[src/rtl/gpat_pkg.sv]
`default_nettype none
package gpat_pkg;

   localparam int PATCH_SLOTS       = 8;
   localparam int MEMBERS_PER_PATCH = 8;
   localparam int MEMBER_SLOTS      = PATCH_SLOTS * MEMBERS_PER_PATCH;
   localparam int MAX_OUT           = 64;

   localparam int GW  = 16;
   localparam int TW  = 32;
   localparam int PW  = (PATCH_SLOTS > 1) ? $clog2(PATCH_SLOTS) : 1;
   localparam int PCW = $clog2(PATCH_SLOTS + 1);
   localparam int MW  = $clog2(MEMBERS_PER_PATCH);
   localparam int MCW = $clog2(MEMBERS_PER_PATCH + 1);
   localparam int AW  = $clog2(MEMBER_SLOTS);
   localparam int KW  = $clog2(MAX_OUT + 1);

   localparam logic [GW-1:0] TIMEOUT_RESET = 16'd10;

   typedef enum logic [1:0] {
      OP_UPDATE,
      OP_DELETE,
      OP_EXPIRE,
      OP_QUERY
   } op_type;

   typedef enum logic [1:0] {
      ST_OK,
      ST_NOMATCH,
      ST_TABLE_FULL,
      ST_MEMBER_FULL
   } status_type;

   typedef enum logic [4:0] {
      C_NONE,
      C_LOAD,
      C_FIND,
      C_NEXT_ID,
      C_SCAN_BEGIN,
      C_SCAN,
      C_APPLY,
      C_ESCAN,
      C_EFIN,
      C_HSCAN,
      C_PSB,
      C_PSEL,
      C_PTAKE,
      C_MSCAN,
      C_MTAKE,
      C_QFIN,
      C_RESP
   } cmd_type;

   typedef enum logic [3:0] {
      S_IDLE,
      S_FIND,
      S_ID,
      S_SCAN,
      S_APPLY,
      S_ESCAN,
      S_EFIN,
      S_HSCAN,
      S_PSB,
      S_PSEL,
      S_PTAKE,
      S_MSCAN,
      S_MTAKE,
      S_QFIN,
      S_RESP
   } state_type;

   typedef struct packed {
      logic find_fail;
      logic id_zero;
      logic id_last;
      logic pscan_done;
      logic ascan_done;
      logic psel_done;
      logic best_vld;
      logic mem_vld;
      logic k_cap;
   } dp_status_type;

   function automatic logic [AW-1:0] maddr(input logic [PW-1:0] p, input logic [MW-1:0] m);
      return AW'(int'(p) * MEMBERS_PER_PATCH + int'(m));
   endfunction

endpackage
`default_nettype wire

[src/rtl/gpat_ctrl.sv]
`default_nettype none
module gpat_ctrl import gpat_pkg::*; (
   input  wire logic          clock,
   input  wire logic          reset,
   input  wire logic          start,
   input  wire logic [1:0]    req_op,
   input  wire dp_status_type stat,
   output logic               busy,
   output cmd_type            cmd
);

   state_type state_ff, state_in;

   always_ff @(posedge clock) begin
      if (reset) begin
         state_ff <= S_IDLE;
      end else begin
         state_ff <= state_in;
      end
   end

   // next state
   always_comb begin
      state_in = state_ff;
      unique case (state_ff)
         S_IDLE: begin
            if (start) begin
               unique case (op_type'(req_op))
                  OP_UPDATE, OP_DELETE: state_in = S_FIND;
                  OP_EXPIRE:            state_in = S_ESCAN;
                  default:              state_in = S_HSCAN;
               endcase
            end
         end
         S_FIND:  state_in = stat.find_fail ? S_RESP : S_ID;
         S_ID: begin
            if (!stat.id_zero) begin
               state_in = S_SCAN;
            end else if (stat.id_last) begin
               state_in = S_RESP;
            end
         end
         S_SCAN:  if (stat.pscan_done) state_in = S_APPLY;
         S_APPLY: state_in = stat.id_last ? S_RESP : S_ID;
         S_ESCAN: if (stat.ascan_done) state_in = S_EFIN;
         S_EFIN:  state_in = S_RESP;
         S_HSCAN: if (stat.ascan_done) state_in = S_PSB;
         S_PSB:   state_in = S_PSEL;
         S_PSEL:  if (stat.psel_done) state_in = S_PTAKE;
         S_PTAKE: state_in = stat.best_vld ? S_MSCAN : S_QFIN;
         S_MSCAN: if (stat.pscan_done) state_in = S_MTAKE;
         S_MTAKE: begin
            if (!stat.mem_vld) begin
               state_in = S_PSB;
            end else begin
               state_in = stat.k_cap ? S_QFIN : S_MSCAN;
            end
         end
         S_QFIN:  state_in = S_IDLE;
         S_RESP:  state_in = S_IDLE;
         default: state_in = S_IDLE;
      endcase
   end

   // outputs
   always_comb begin
      cmd  = C_NONE;
      busy = (state_ff != S_IDLE);
      unique case (state_ff)
         S_IDLE:  if (start) cmd = C_LOAD;
         S_FIND:  cmd = C_FIND;
         S_ID: begin
            if (!stat.id_zero) begin
               cmd = C_SCAN_BEGIN;
            end else if (!stat.id_last) begin
               cmd = C_NEXT_ID;
            end
         end
         S_SCAN:  if (!stat.pscan_done) cmd = C_SCAN;
         S_APPLY: cmd = C_APPLY;
         S_ESCAN: if (!stat.ascan_done) cmd = C_ESCAN;
         S_EFIN:  cmd = C_EFIN;
         S_HSCAN: if (!stat.ascan_done) cmd = C_HSCAN;
         S_PSB:   cmd = C_PSB;
         S_PSEL:  if (!stat.psel_done) cmd = C_PSEL;
         S_PTAKE: if (stat.best_vld) cmd = C_PTAKE;
         S_MSCAN: if (!stat.pscan_done) cmd = C_MSCAN;
         S_MTAKE: if (stat.mem_vld) cmd = C_MTAKE;
         S_QFIN:  cmd = C_QFIN;
         S_RESP:  cmd = C_RESP;
         default: cmd = C_NONE;
      endcase
   end

endmodule
`default_nettype wire

[src/rtl/gpat_datapath.sv]
`default_nettype none
module gpat_datapath import gpat_pkg::*; (
   input  wire logic            clock,
   input  wire logic            reset,
   input  wire cmd_type         cmd,
   output dp_status_type        stat,
   input  wire logic [1:0]      req_op,
   input  wire logic [GW-1:0]   req_supergroup,
   input  wire logic [GW-1:0]   req_member_one,
   input  wire logic [GW-1:0]   req_member_two,
   input  wire logic [GW-1:0]   req_member_three,
   input  wire logic [GW-1:0]   req_query_group,
   input  wire logic [TW-1:0]   req_now_seconds,
   input  wire logic            csr_write_en,
   input  wire logic [GW-1:0]   csr_stale_timeout,
   output logic                 rsp_strobe,
   output logic [1:0]           rsp_status,
   output logic [GW-1:0]        rsp_group_id,
   output logic                 rsp_last
);

   // latched item
   op_type          op_ff, op_in;
   logic [GW-1:0]   sg_ff, sg_in;
   logic [GW-1:0]   g_ff [3];
   logic [GW-1:0]   g_in [3];
   logic [GW-1:0]   q_ff, q_in;
   logic [TW-1:0]   now_ff, now_in;
   logic [GW-1:0]   tmo_ff, tmo_in;

   // table state
   logic [PATCH_SLOTS-1:0]  pin_ff, pin_in;
   logic [GW-1:0]           pk_ff [PATCH_SLOTS];
   logic [GW-1:0]           pk_in [PATCH_SLOTS];
   logic [MEMBER_SLOTS-1:0] min_ff, min_in;
   logic [GW-1:0]           mg_mem [MEMBER_SLOTS];
   logic [TW-1:0]           ms_mem [MEMBER_SLOTS];
   logic [GW-1:0]           mg_rd_ff;
   logic [TW-1:0]           ms_rd_ff;

   // working registers
   status_type              st_ff, st_in;
   logic [PW-1:0]           p_ff, p_in;
   logic [1:0]              idn_ff, idn_in;
   logic [MCW-1:0]          scm_ff, scm_in;
   logic [PCW-1:0]          scp_ff, scp_in;
   logic                    rv_ff, rv_in;
   logic [PW-1:0]           rp_ff, rp_in;
   logic [MW-1:0]           rm_ff, rm_in;
   logic [AW-1:0]           ri_ff, ri_in;
   logic                    mt_ff, mt_in;
   logic [AW-1:0]           mi_ff, mi_in;
   logic [PATCH_SLOTS-1:0]  keep_ff, keep_in;
   logic [PATCH_SLOTS-1:0]  hit_ff, hit_in;
   logic                    bv_ff, bv_in;
   logic [GW-1:0]           bk_ff, bk_in;
   logic [PW-1:0]           best_ff, best_in;
   logic [MEMBERS_PER_PATCH-1:0] rem_ff, rem_in;
   logic                    mv_ff, mv_in;
   logic [GW-1:0]           mval_ff, mval_in;
   logic [MW-1:0]           mb_ff, mb_in;
   logic                    pend_vld_ff, pend_vld_in;
   logic [GW-1:0]           pend_ff, pend_in;
   logic [KW-1:0]           k_ff, k_in;
   logic                    rsp_strobe_ff, rsp_strobe_in;
   status_type              rsp_status_ff, rsp_status_in;
   logic [GW-1:0]           rsp_group_ff, rsp_group_in;
   logic                    rsp_last_ff, rsp_last_in;

   // combinational helpers
   logic                    found, has_free, mfree, issue, all_mode;
   logic [PW-1:0]           fidx, fr, ip, pc;
   logic [MW-1:0]           mfidx, im;
   logic [AW-1:0]           ra, wa;
   logic [GW-1:0]           cur_id;
   logic [TW-1:0]           age;
   logic [MEMBERS_PER_PATCH-1:0] pslice;
   logic                    mg_we, ms_we;

   always_comb begin
      found    = 1'b0;
      fidx     = '0;
      has_free = 1'b0;
      fr       = '0;
      for (int p = PATCH_SLOTS - 1; p >= 0; p--) begin
         if (pin_ff[p] && pk_ff[p] == sg_ff) begin
            found = 1'b1;
            fidx  = PW'(p);
         end
         if (!pin_ff[p]) begin
            has_free = 1'b1;
            fr       = PW'(p);
         end
      end
   end

   always_comb begin
      pslice = min_ff[int'(p_ff) * MEMBERS_PER_PATCH +: MEMBERS_PER_PATCH];
      mfree  = 1'b0;
      mfidx  = '0;
      for (int m = MEMBERS_PER_PATCH - 1; m >= 0; m--) begin
         if (!pslice[m]) begin
            mfree = 1'b1;
            mfidx = MW'(m);
         end
      end
   end

   always_comb begin
      case (idn_ff)
         2'd0:    cur_id = sg_ff;
         2'd1:    cur_id = g_ff[0];
         2'd2:    cur_id = g_ff[1];
         default: cur_id = g_ff[2];
      endcase
   end

   // scan address
   always_comb begin
      all_mode = (cmd == C_ESCAN) || (cmd == C_HSCAN);
      im       = scm_ff[MW-1:0];
      if (all_mode) begin
         ip    = scp_ff[PW-1:0];
         issue = (scp_ff < PCW'(PATCH_SLOTS));
      end else begin
         ip    = p_ff;
         issue = ((cmd == C_SCAN) || (cmd == C_MSCAN)) && (scm_ff < MCW'(MEMBERS_PER_PATCH));
      end
      ra  = maddr(ip, im);
      pc  = scp_ff[PW-1:0];
      age = now_ff - ms_rd_ff;
      wa  = mt_ff ? mi_ff : maddr(p_ff, mfidx);
   end

   always_comb begin
      stat.find_fail  = (op_ff == OP_UPDATE) ? (!found && !has_free) : !found;
      stat.id_zero    = (cur_id == '0);
      stat.id_last    = (idn_ff == 2'd3);
      stat.pscan_done = (scm_ff == MCW'(MEMBERS_PER_PATCH)) && !rv_ff;
      stat.ascan_done = (scp_ff == PCW'(PATCH_SLOTS)) && !rv_ff;
      stat.psel_done  = (scp_ff == PCW'(PATCH_SLOTS));
      stat.best_vld   = bv_ff;
      stat.mem_vld    = mv_ff;
      stat.k_cap      = (k_ff == KW'(MAX_OUT - 1));
   end

   always_comb begin
      op_in   = op_ff;
      sg_in   = sg_ff;
      g_in    = g_ff;
      q_in    = q_ff;
      now_in  = now_ff;
      tmo_in  = csr_write_en ? csr_stale_timeout : tmo_ff;
      pin_in  = pin_ff;
      pk_in   = pk_ff;
      min_in  = min_ff;
      st_in   = st_ff;
      p_in    = p_ff;
      idn_in  = idn_ff;
      scm_in  = scm_ff;
      scp_in  = scp_ff;
      rv_in   = 1'b0;
      rp_in   = ip;
      rm_in   = im;
      ri_in   = ra;
      mt_in   = mt_ff;
      mi_in   = mi_ff;
      keep_in = keep_ff;
      hit_in  = hit_ff;
      bv_in   = bv_ff;
      bk_in   = bk_ff;
      best_in = best_ff;
      rem_in  = rem_ff;
      mv_in   = mv_ff;
      mval_in = mval_ff;
      mb_in   = mb_ff;
      pend_vld_in   = pend_vld_ff;
      pend_in       = pend_ff;
      k_in          = k_ff;
      rsp_strobe_in = 1'b0;
      rsp_status_in = rsp_status_ff;
      rsp_group_in  = rsp_group_ff;
      rsp_last_in   = rsp_last_ff;
      mg_we = 1'b0;
      ms_we = 1'b0;

      // scan counters
      if (issue) begin
         rv_in = 1'b1;
         if (all_mode && scm_ff == MCW'(MEMBERS_PER_PATCH - 1)) begin
            scm_in = '0;
            scp_in = scp_ff + PCW'(1);
         end else begin
            scm_in = scm_ff + MCW'(1);
         end
      end

      case (cmd)
         C_LOAD: begin
            op_in    = op_type'(req_op);
            sg_in    = req_supergroup;
            g_in[0]  = req_member_one;
            g_in[1]  = req_member_two;
            g_in[2]  = req_member_three;
            q_in     = req_query_group;
            now_in   = req_now_seconds;
            st_in    = ST_OK;
            scm_in   = '0;
            scp_in   = '0;
            keep_in  = '0;
            hit_in   = '0;
            k_in     = '0;
            pend_vld_in = 1'b0;
         end
         C_FIND: begin
            idn_in = (op_ff == OP_UPDATE) ? 2'd0 : 2'd1;
            if (found) begin
               p_in = fidx;
            end else if (op_ff == OP_UPDATE && has_free) begin
               p_in       = fr;
               pin_in[fr] = 1'b1;
               pk_in[fr]  = sg_ff;
               min_in[int'(fr) * MEMBERS_PER_PATCH +: MEMBERS_PER_PATCH] = '0;
            end else begin
               st_in = (op_ff == OP_UPDATE) ? ST_TABLE_FULL : ST_NOMATCH;
            end
         end
         C_NEXT_ID: idn_in = idn_ff + 2'd1;
         C_SCAN_BEGIN: begin
            scm_in = '0;
            mt_in  = 1'b0;
         end
         C_SCAN: begin
            if (rv_ff && min_ff[ri_ff] && mg_rd_ff == cur_id) begin
               mt_in = 1'b1;
               mi_in = ri_ff;
            end
         end
         C_APPLY: begin
            idn_in = idn_ff + 2'd1;
            if (op_ff == OP_UPDATE) begin
               if (mt_ff) begin
                  ms_we = 1'b1;
               end else if (mfree) begin
                  mg_we      = 1'b1;
                  ms_we      = 1'b1;
                  min_in[wa] = 1'b1;
               end else begin
                  st_in = ST_MEMBER_FULL;
               end
            end else if (mt_ff) begin
               min_in[mi_ff] = 1'b0;
            end
         end
         C_ESCAN: begin
            if (rv_ff && pin_ff[rp_ff] && min_ff[ri_ff]) begin
               if (age >= {{(TW-GW){1'b0}}, tmo_ff}) begin
                  min_in[ri_ff] = 1'b0;
               end else begin
                  keep_in[rp_ff] = 1'b1;
               end
            end
         end
         C_EFIN: pin_in = pin_ff & keep_ff;
         C_HSCAN: begin
            if (rv_ff && pin_ff[rp_ff] && min_ff[ri_ff] && mg_rd_ff == q_ff) begin
               hit_in[rp_ff] = 1'b1;
            end
         end
         C_PSB: begin
            scp_in = '0;
            bv_in  = 1'b0;
         end
         C_PSEL: begin
            scp_in = scp_ff + PCW'(1);
            if (hit_ff[pc] && (!bv_ff || pk_ff[pc] < bk_ff)) begin
               bv_in   = 1'b1;
               bk_in   = pk_ff[pc];
               best_in = pc;
            end
         end
         C_PTAKE: begin
            hit_in[best_ff] = 1'b0;
            p_in   = best_ff;
            rem_in = min_ff[int'(best_ff) * MEMBERS_PER_PATCH +: MEMBERS_PER_PATCH];
            scm_in = '0;
            mv_in  = 1'b0;
         end
         C_MSCAN: begin
            if (rv_ff && rem_ff[rm_ff] && (!mv_ff || mg_rd_ff < mval_ff)) begin
               mv_in   = 1'b1;
               mval_in = mg_rd_ff;
               mb_in   = rm_ff;
            end
         end
         C_MTAKE: begin
            rem_in[mb_ff] = 1'b0;
            if (pend_vld_ff) begin
               rsp_strobe_in = 1'b1;
               rsp_status_in = ST_OK;
               rsp_group_in  = pend_ff;
               rsp_last_in   = 1'b0;
            end
            pend_vld_in = 1'b1;
            pend_in     = mval_ff;
            k_in        = k_ff + KW'(1);
            scm_in      = '0;
            mv_in       = 1'b0;
         end
         C_QFIN: begin
            rsp_strobe_in = 1'b1;
            rsp_last_in   = 1'b1;
            rsp_status_in = pend_vld_ff ? ST_OK : ST_NOMATCH;
            rsp_group_in  = pend_vld_ff ? pend_ff : '0;
         end
         C_RESP: begin
            rsp_strobe_in = 1'b1;
            rsp_last_in   = 1'b1;
            rsp_status_in = st_ff;
            rsp_group_in  = '0;
         end
         default: begin
         end
      endcase
   end

   // control state
   always_ff @(posedge clock) begin
      if (reset) begin
         tmo_ff        <= TIMEOUT_RESET;
         pin_ff        <= '0;
         min_ff        <= '0;
         rv_ff         <= 1'b0;
         pend_vld_ff   <= 1'b0;
         k_ff          <= '0;
         rsp_strobe_ff <= 1'b0;
      end else begin
         tmo_ff        <= tmo_in;
         pin_ff        <= pin_in;
         min_ff        <= min_in;
         rv_ff         <= rv_in;
         pend_vld_ff   <= pend_vld_in;
         k_ff          <= k_in;
         rsp_strobe_ff <= rsp_strobe_in;
      end
   end

   // payload and working registers
   always_ff @(posedge clock) begin
      op_ff   <= op_in;
      sg_ff   <= sg_in;
      g_ff    <= g_in;
      q_ff    <= q_in;
      now_ff  <= now_in;
      pk_ff   <= pk_in;
      st_ff   <= st_in;
      p_ff    <= p_in;
      idn_ff  <= idn_in;
      scm_ff  <= scm_in;
      scp_ff  <= scp_in;
      rp_ff   <= rp_in;
      rm_ff   <= rm_in;
      ri_ff   <= ri_in;
      mt_ff   <= mt_in;
      mi_ff   <= mi_in;
      keep_ff <= keep_in;
      hit_ff  <= hit_in;
      bv_ff   <= bv_in;
      bk_ff   <= bk_in;
      best_ff <= best_in;
      rem_ff  <= rem_in;
      mv_ff   <= mv_in;
      mval_ff <= mval_in;
      mb_ff   <= mb_in;
      pend_ff <= pend_in;
      rsp_status_ff <= rsp_status_in;
      rsp_group_ff  <= rsp_group_in;
      rsp_last_ff   <= rsp_last_in;
   end

   // member store
   always_ff @(posedge clock) begin
      if (mg_we) begin
         mg_mem[wa] <= cur_id;
      end
      if (ms_we) begin
         ms_mem[wa] <= now_ff;
      end
      mg_rd_ff <= mg_mem[ra];
      ms_rd_ff <= ms_mem[ra];
   end

   assign rsp_strobe   = rsp_strobe_ff;
   assign rsp_status   = rsp_status_ff;
   assign rsp_group_id = rsp_group_ff;
   assign rsp_last     = rsp_last_ff;

   a_pend_counted: assert property (@(posedge clock) disable iff (reset)
      pend_vld_ff |-> (k_ff != '0))
      else $error("pending item without count");

   a_count_cap: assert property (@(posedge clock) disable iff (reset)
      k_ff <= KW'(MAX_OUT))
      else $error("listing count past cap");

   a_load_clears: assert property (@(posedge clock) disable iff (reset)
      (cmd == C_LOAD) |=> (!pend_vld_ff && k_ff == '0))
      else $error("listing state not cleared on load");

   a_mid_ok: assert property (@(posedge clock) disable iff (reset)
      (rsp_strobe_ff && !rsp_last_ff) |-> (rsp_status_ff == ST_OK && rsp_group_ff != '0))
      else $error("bad intermediate listing item");

endmodule
`default_nettype wire

[src/rtl/group_patch_aging_table.sv]
`default_nettype none
// Patch table with member aging. An item is taken when start is high and busy is low;
// busy stays high until the item's last result has been issued. Results come out one
// per cycle-marked rsp_strobe pulse and cannot be stalled; rsp_last flags the final one.
// Every member visit goes through the member store's single read port, one slot per
// cycle. Update and delete scan the matched patch's member slots once per nonzero id;
// expire scans every member slot; query does too, then lists matching patches in key
// order and each one's members in ascending id order (8 patches of 8 members here).
// stale_timeout is written through csr_write_en/csr_stale_timeout; the user must do so
// only while idle, as the block itself does not enforce it.
module group_patch_aging_table import gpat_pkg::*; (
   input  wire logic          clock,
   input  wire logic          reset,
   input  wire logic          start,
   output logic               busy,
   input  wire logic [1:0]    req_op,
   input  wire logic [15:0]   req_supergroup,
   input  wire logic [15:0]   req_member_one,
   input  wire logic [15:0]   req_member_two,
   input  wire logic [15:0]   req_member_three,
   input  wire logic [15:0]   req_query_group,
   input  wire logic [31:0]   req_now_seconds,
   input  wire logic          csr_write_en,
   input  wire logic [15:0]   csr_stale_timeout,
   output logic               rsp_strobe,
   output logic [1:0]         rsp_status,
   output logic [15:0]        rsp_group_id,
   output logic               rsp_last
);

   cmd_type       cmd;
   dp_status_type stat;

   gpat_ctrl u_ctrl (
      .clock   (clock),
      .reset   (reset),
      .start   (start),
      .req_op  (req_op),
      .stat    (stat),
      .busy    (busy),
      .cmd     (cmd)
   );

   gpat_datapath u_datapath (
      .clock             (clock),
      .reset             (reset),
      .cmd               (cmd),
      .stat              (stat),
      .req_op            (req_op),
      .req_supergroup    (req_supergroup),
      .req_member_one    (req_member_one),
      .req_member_two    (req_member_two),
      .req_member_three  (req_member_three),
      .req_query_group   (req_query_group),
      .req_now_seconds   (req_now_seconds),
      .csr_write_en      (csr_write_en),
      .csr_stale_timeout (csr_stale_timeout),
      .rsp_strobe        (rsp_strobe),
      .rsp_status        (rsp_status),
      .rsp_group_id      (rsp_group_id),
      .rsp_last          (rsp_last)
   );

endmodule
`default_nettype wire
[config.mk]
export PLATFORM = sky130hd
export DESIGN_NAME = group_patch_aging_table
export DESIGN_NICKNAME = d
export VERILOG_FILES = /design/src/rtl/gpat_pkg.sv /design/src/rtl/gpat_ctrl.sv /design/src/rtl/gpat_datapath.sv /design/src/rtl/group_patch_aging_table.sv
export SDC_FILE = /design/constraint.sdc
export NUM_CORES = 2
export LEC_CHECK = 0
export ABC_CLOCK_PERIOD_IN_PS = 13300
export BUFFER_PORTS_ARGS = -buffer_cell sky130_fd_sc_hd__clkbuf_2
export CORE_UTILIZATION = 40
export CTS_CLUSTER_SIZE = 16
export DETAILED_ROUTE_END_ITERATION = 8
export PLACE_DENSITY_LB_ADDON = 0.05
export SLEW_MARGIN = 20
export SYNTH_ARGS = -nofsm -noshare
export SYNTH_HDL_FRONTEND = slang
export SYNTH_SLANG_ARGS = --single-unit
[constraint.sdc]
create_clock -name clock -period 13.3 [get_ports clock]
set_input_delay 1.33 -clock clock [delete_from_list [all_inputs] [get_ports clock]]
set_output_delay 1.33 -clock clock [all_outputs]
set_load 0.01 [all_outputs]
==> out/qor.csv <==
stage;metric;value;unit
global_routing;antenna violations before repair;13;
global_routing;vias in the first global route;77686;
detailed_routing;vias;75937;
timing;setup TNS;0;ns
worst_setup_path;Worst Path Max Fanout;65;
synth;Synth Net Count;7603;
die;initial core utilization;40.3;%
clock_network;clk sinks;3591;
synth;Synth Flop Type;edfxtp_1;
detailed_routing;drt pass-1 iters;7;
worst_setup_path;CP max stage cell;and4_4;
synth;most frequent cells after synthesis;3,431 x edfxtp_1, 1,013 x mux4_2, 350 x nor2_1;
worst_setup_path;critical path capture point type;flop;
final_layout;Final Net Count;7994;
synth;ys async rst share;0;%
timing;fin crit share;51.9;%
synth;Synth Register Bits;3591;
timing;final clock skew;0.0654;ns
global_routing;global route overflow;0;
worst_setup_path;worst path bufs/invs;3;
placed_design;IO buf count;154;
synth;Syn Area/Cell;19.7;um^2
power;Clock power frac;33.5;%
synth;Synth area leader;edfxtp_1;
worst_setup_path;cell mode on critical path;buf_4;
worst_setup_path;Critical Path Start Type;flop;
synth;sequential fraction of the synthesis area;73.1;%
worst_setup_path;CP peak stage delay;0.69;ns
power;Comb power frac;21.8;%
timing;fmax;0.145;GHz
synth;top cell type's share of synthesized area;70.9;%
synth;most numerous cell in the Yosys netlist;edfxtp_1;
worst_setup_path;Worst EP arrival;7.49;ns
clock_network;htree depth;5;
detailed_routing;Final Routed Wirelength;445000;um
synth;distinct cell type count after synthesis;95;
synth;synth top area cells;edfxtp_1 71%, mux4_2 16%, dfxtp_1 2.2%;
power;Net Sw Power;9.60;mW
power;peak supply drop;0.000369;V
final_layout;area growth from synthesis to layout;14.2;%
clock_network;Clock Path Buffers;4;
detailed_routing;wire per inst;34.5;um
power;Pwr Density;194;nW/um^2
detailed_routing;Initial DRC Count;8028;
synth;Post-Syn Area;145000;um^2
die;Die Span Y;605;um
outcome;status;finished, final reports clean;
detailed_routing;Residual DRC;0;
final_layout;FILL cells;30359;
synth;yosys warns;0;
clock_network;clk slew on worst S/H paths;0.06;ns
final_layout;share of cells above drive strength 1;27.1;%
timing;RSZ-0062 raised after global routing;false;
power;total power;32.1;mW
timing;Final min period;6.90;ns
flow_run;max-cap violations;0;
detailed_routing;remaining antenna violation count;0;
detailed_routing;Avg Vias per Cell;5.89;
die;die area;366000;um^2
power;Sw Share;29.9;%
synth;EDFF count, synth;3431;
global_routing;largest net degree at the start of global routing;130;
clock_network;later-pin clock latency in the skew report;0.97;ns
clock_network;CTS root buf;clkbuf_16;
hold_path;Min-Delay Path Class;reg2reg;
clock_network;CTS tree;built;
timing;Least-Margin Pin Slew;1.10;ns
clock_network;CTS buffer count;393;
power;sequential power share;44.7;%
synth;cell count after synthesis;7380;
die;row count;220;
clock_network;post_cts resized;0;
power;Internal;22.5;mW
die;Die Wd;605;um
worst_setup_path;Crit Path Category;reg2reg;
clock_network;cts hold-fix bufs;0;
clock_network;post-CTS setup buffer count;0;
timing;max_slew headroom;26.7;%
timing;max-slew violation count;0;
global_routing;GRT Overall Usage;24.2;%
placed_design;Post-DP HPWL;250000;um
global_routing;first-pass GRT wire length;622000;um
die;I/O pin count;155;
power;Leakage;51.3;nW
timing;Final Hold Fails;0;
worst_setup_path;Worst EP required;13.89;ns
worst_setup_path;crit-path cells;buf_4, ha_1, a21oi_1, o21ai_1, a311o_1, o22ai_1, o21ai_0, a31oi_1, xnor2_1, ha_1, nand4_1, or3_1, o31ai_1, nor4_1, o2111a_1, o211ai_1, nor4_1, buf_4, and4_4, buf_4, nand2_1, nand2_1;
worst_setup_path;Crit path max-delay family;simple AND/OR/NAND/NOR gates;
placed_design;gpl congestion;0.881;
timing;final setup vio count;0;
die;CORE AREA;360000;um^2
## power groups by stage
stage / combinational [mW] / sequential, mW / clock, mW
after floorplan: 4.02 / 14.7 / 0
after global placement: 7.03 / 14.6 / 0
after detailed placement: 7.11 / 14.6 / 0
after CTS: 7.13 / 14.4 / 11.0
after global routing: 7.48 / 14.4 / 11.4
final: 7.00 / 14.4 / 10.8
## flip-flops by register name (all words and copies together) (netlist names), 32 cells and up
signal,flops
u_datapath.mg_mem,1024
u_datapath.min_ff,64
u_datapath.ms_rd_ff,32
u_datapath.pk_ff,128
u_datapath.ms_mem,2048
u_datapath.g_ff,48
u_datapath.now_ff,32
## cell families after synthesis
| logic type | Yosys count | share of synthesized area, % |
|---|---|---|
| fa+ha+maj | 89 | 0.771 |
| simple gates | 1048 | 3.32 |
| mux | 1085 | 16.2 |
| compound gates | 815 | 3.87 |
| buf+inv | 570 | 1.62 |
| xor+xnor | 182 | 1.10 |
| flops | 3591 | 73.1 |
## worst paths after layout
| check | startpoint | slack [ns] | depth (start not counted) | end |
|---|---|---|---|---|
| min | u_datapath.mval_ff[1]$_DFFE_PP_ | 0.45 | 0 | u_datapath.pend_ff[1]$_DFFE_PP_ |
| max | u_datapath.now_ff[6]$_DFFE_PP_ | 6.40 | 22 | u_datapath.keep_ff[7]$_SDFFCE_PP0P_ |
| max reg2reg | u_datapath.now_ff[6]$_DFFE_PP_ | 6.40 | 22 | u_datapath.keep_ff[7]$_SDFFCE_PP0P_ |
| min reg2reg | u_datapath.mval_ff[1]$_DFFE_PP_ | 0.45 | 0 | u_datapath.pend_ff[1]$_DFFE_PP_ |
## per-stage QoR
step | instance area, um^2 | setup slack (ns) | hold WS (ns) | instances | utilization, %
after CTS | 166000 | 6.43 | 0.447 | 12880 | 46.1
after global placement | 153000 | 6.47 | 0.432 | 12146 | 42.5
after detailed placement | 153000 | 6.49 | 0.434 | 12148 | 42.6
after floorplan | 145000 | 7.91 | 0.329 | 7380 | -
final | 166000 | 6.40 | 0.449 | 12889 | 46.1
after global routing | 166000 | 5.87 | 0.465 | 12883 | 46.1
## layer usage
metal | up-vias | part of all wire [%] | GRT usage, %
met5 | - | 0.0058 | 0
li1 | 31375 | - | -
met3 | 606 | 5.0 | 2.89
met4 | 4 | 2.8 | 6.66
met2 | 2470 | 50 | 41.3
met1 | 41482 | 42 | 32.9
## cells in the final DEF (no fill, tap or decap), types with 26 or more instances in the layout
master and count:
nand2_1 333, nor2_1 260, and3_1 67, o41ai_1 46, mux2i_1 27, bufinv_16 31
clkbuf_16 403, xor2_1 34, mux4_2 1013, xnor2_1 148, clkinv_1 77, and2_1 30
o21a_1 26, o211ai_1 68, clkinv_2 76, nor2_4 74, dfxtp_1 157, edfxtp_1 3431
inv_1 137, clkbuf_2 153, nand4_1 52, nor2b_1 27, clkbuf_1 101, o21ai_0 160
a32oi_1 34, nand3_1 51, a31oi_1 77, a21oi_1 148, o21bai_1 36, ha_1 87
buf_4 257
## final cells by class
class | instances | area, um^2 | share of cell area, %
diodes | 8 | 20.0 | 0.0121
clock buffers | 520 | 10700 | 6.44
clock inverters | 212 | 1940 | 1.17
inverters | 142 | 543 | 0.327
multi-input cells | 3219 | 37600 | 22.7
flip-flops and latches | 3591 | 106000 | 64.0
well taps | 4773 | 5970 | 3.60
repair buffers | 424 | 2960 | 1.78
Note: power is estimated with default switching activity, not from simulation.
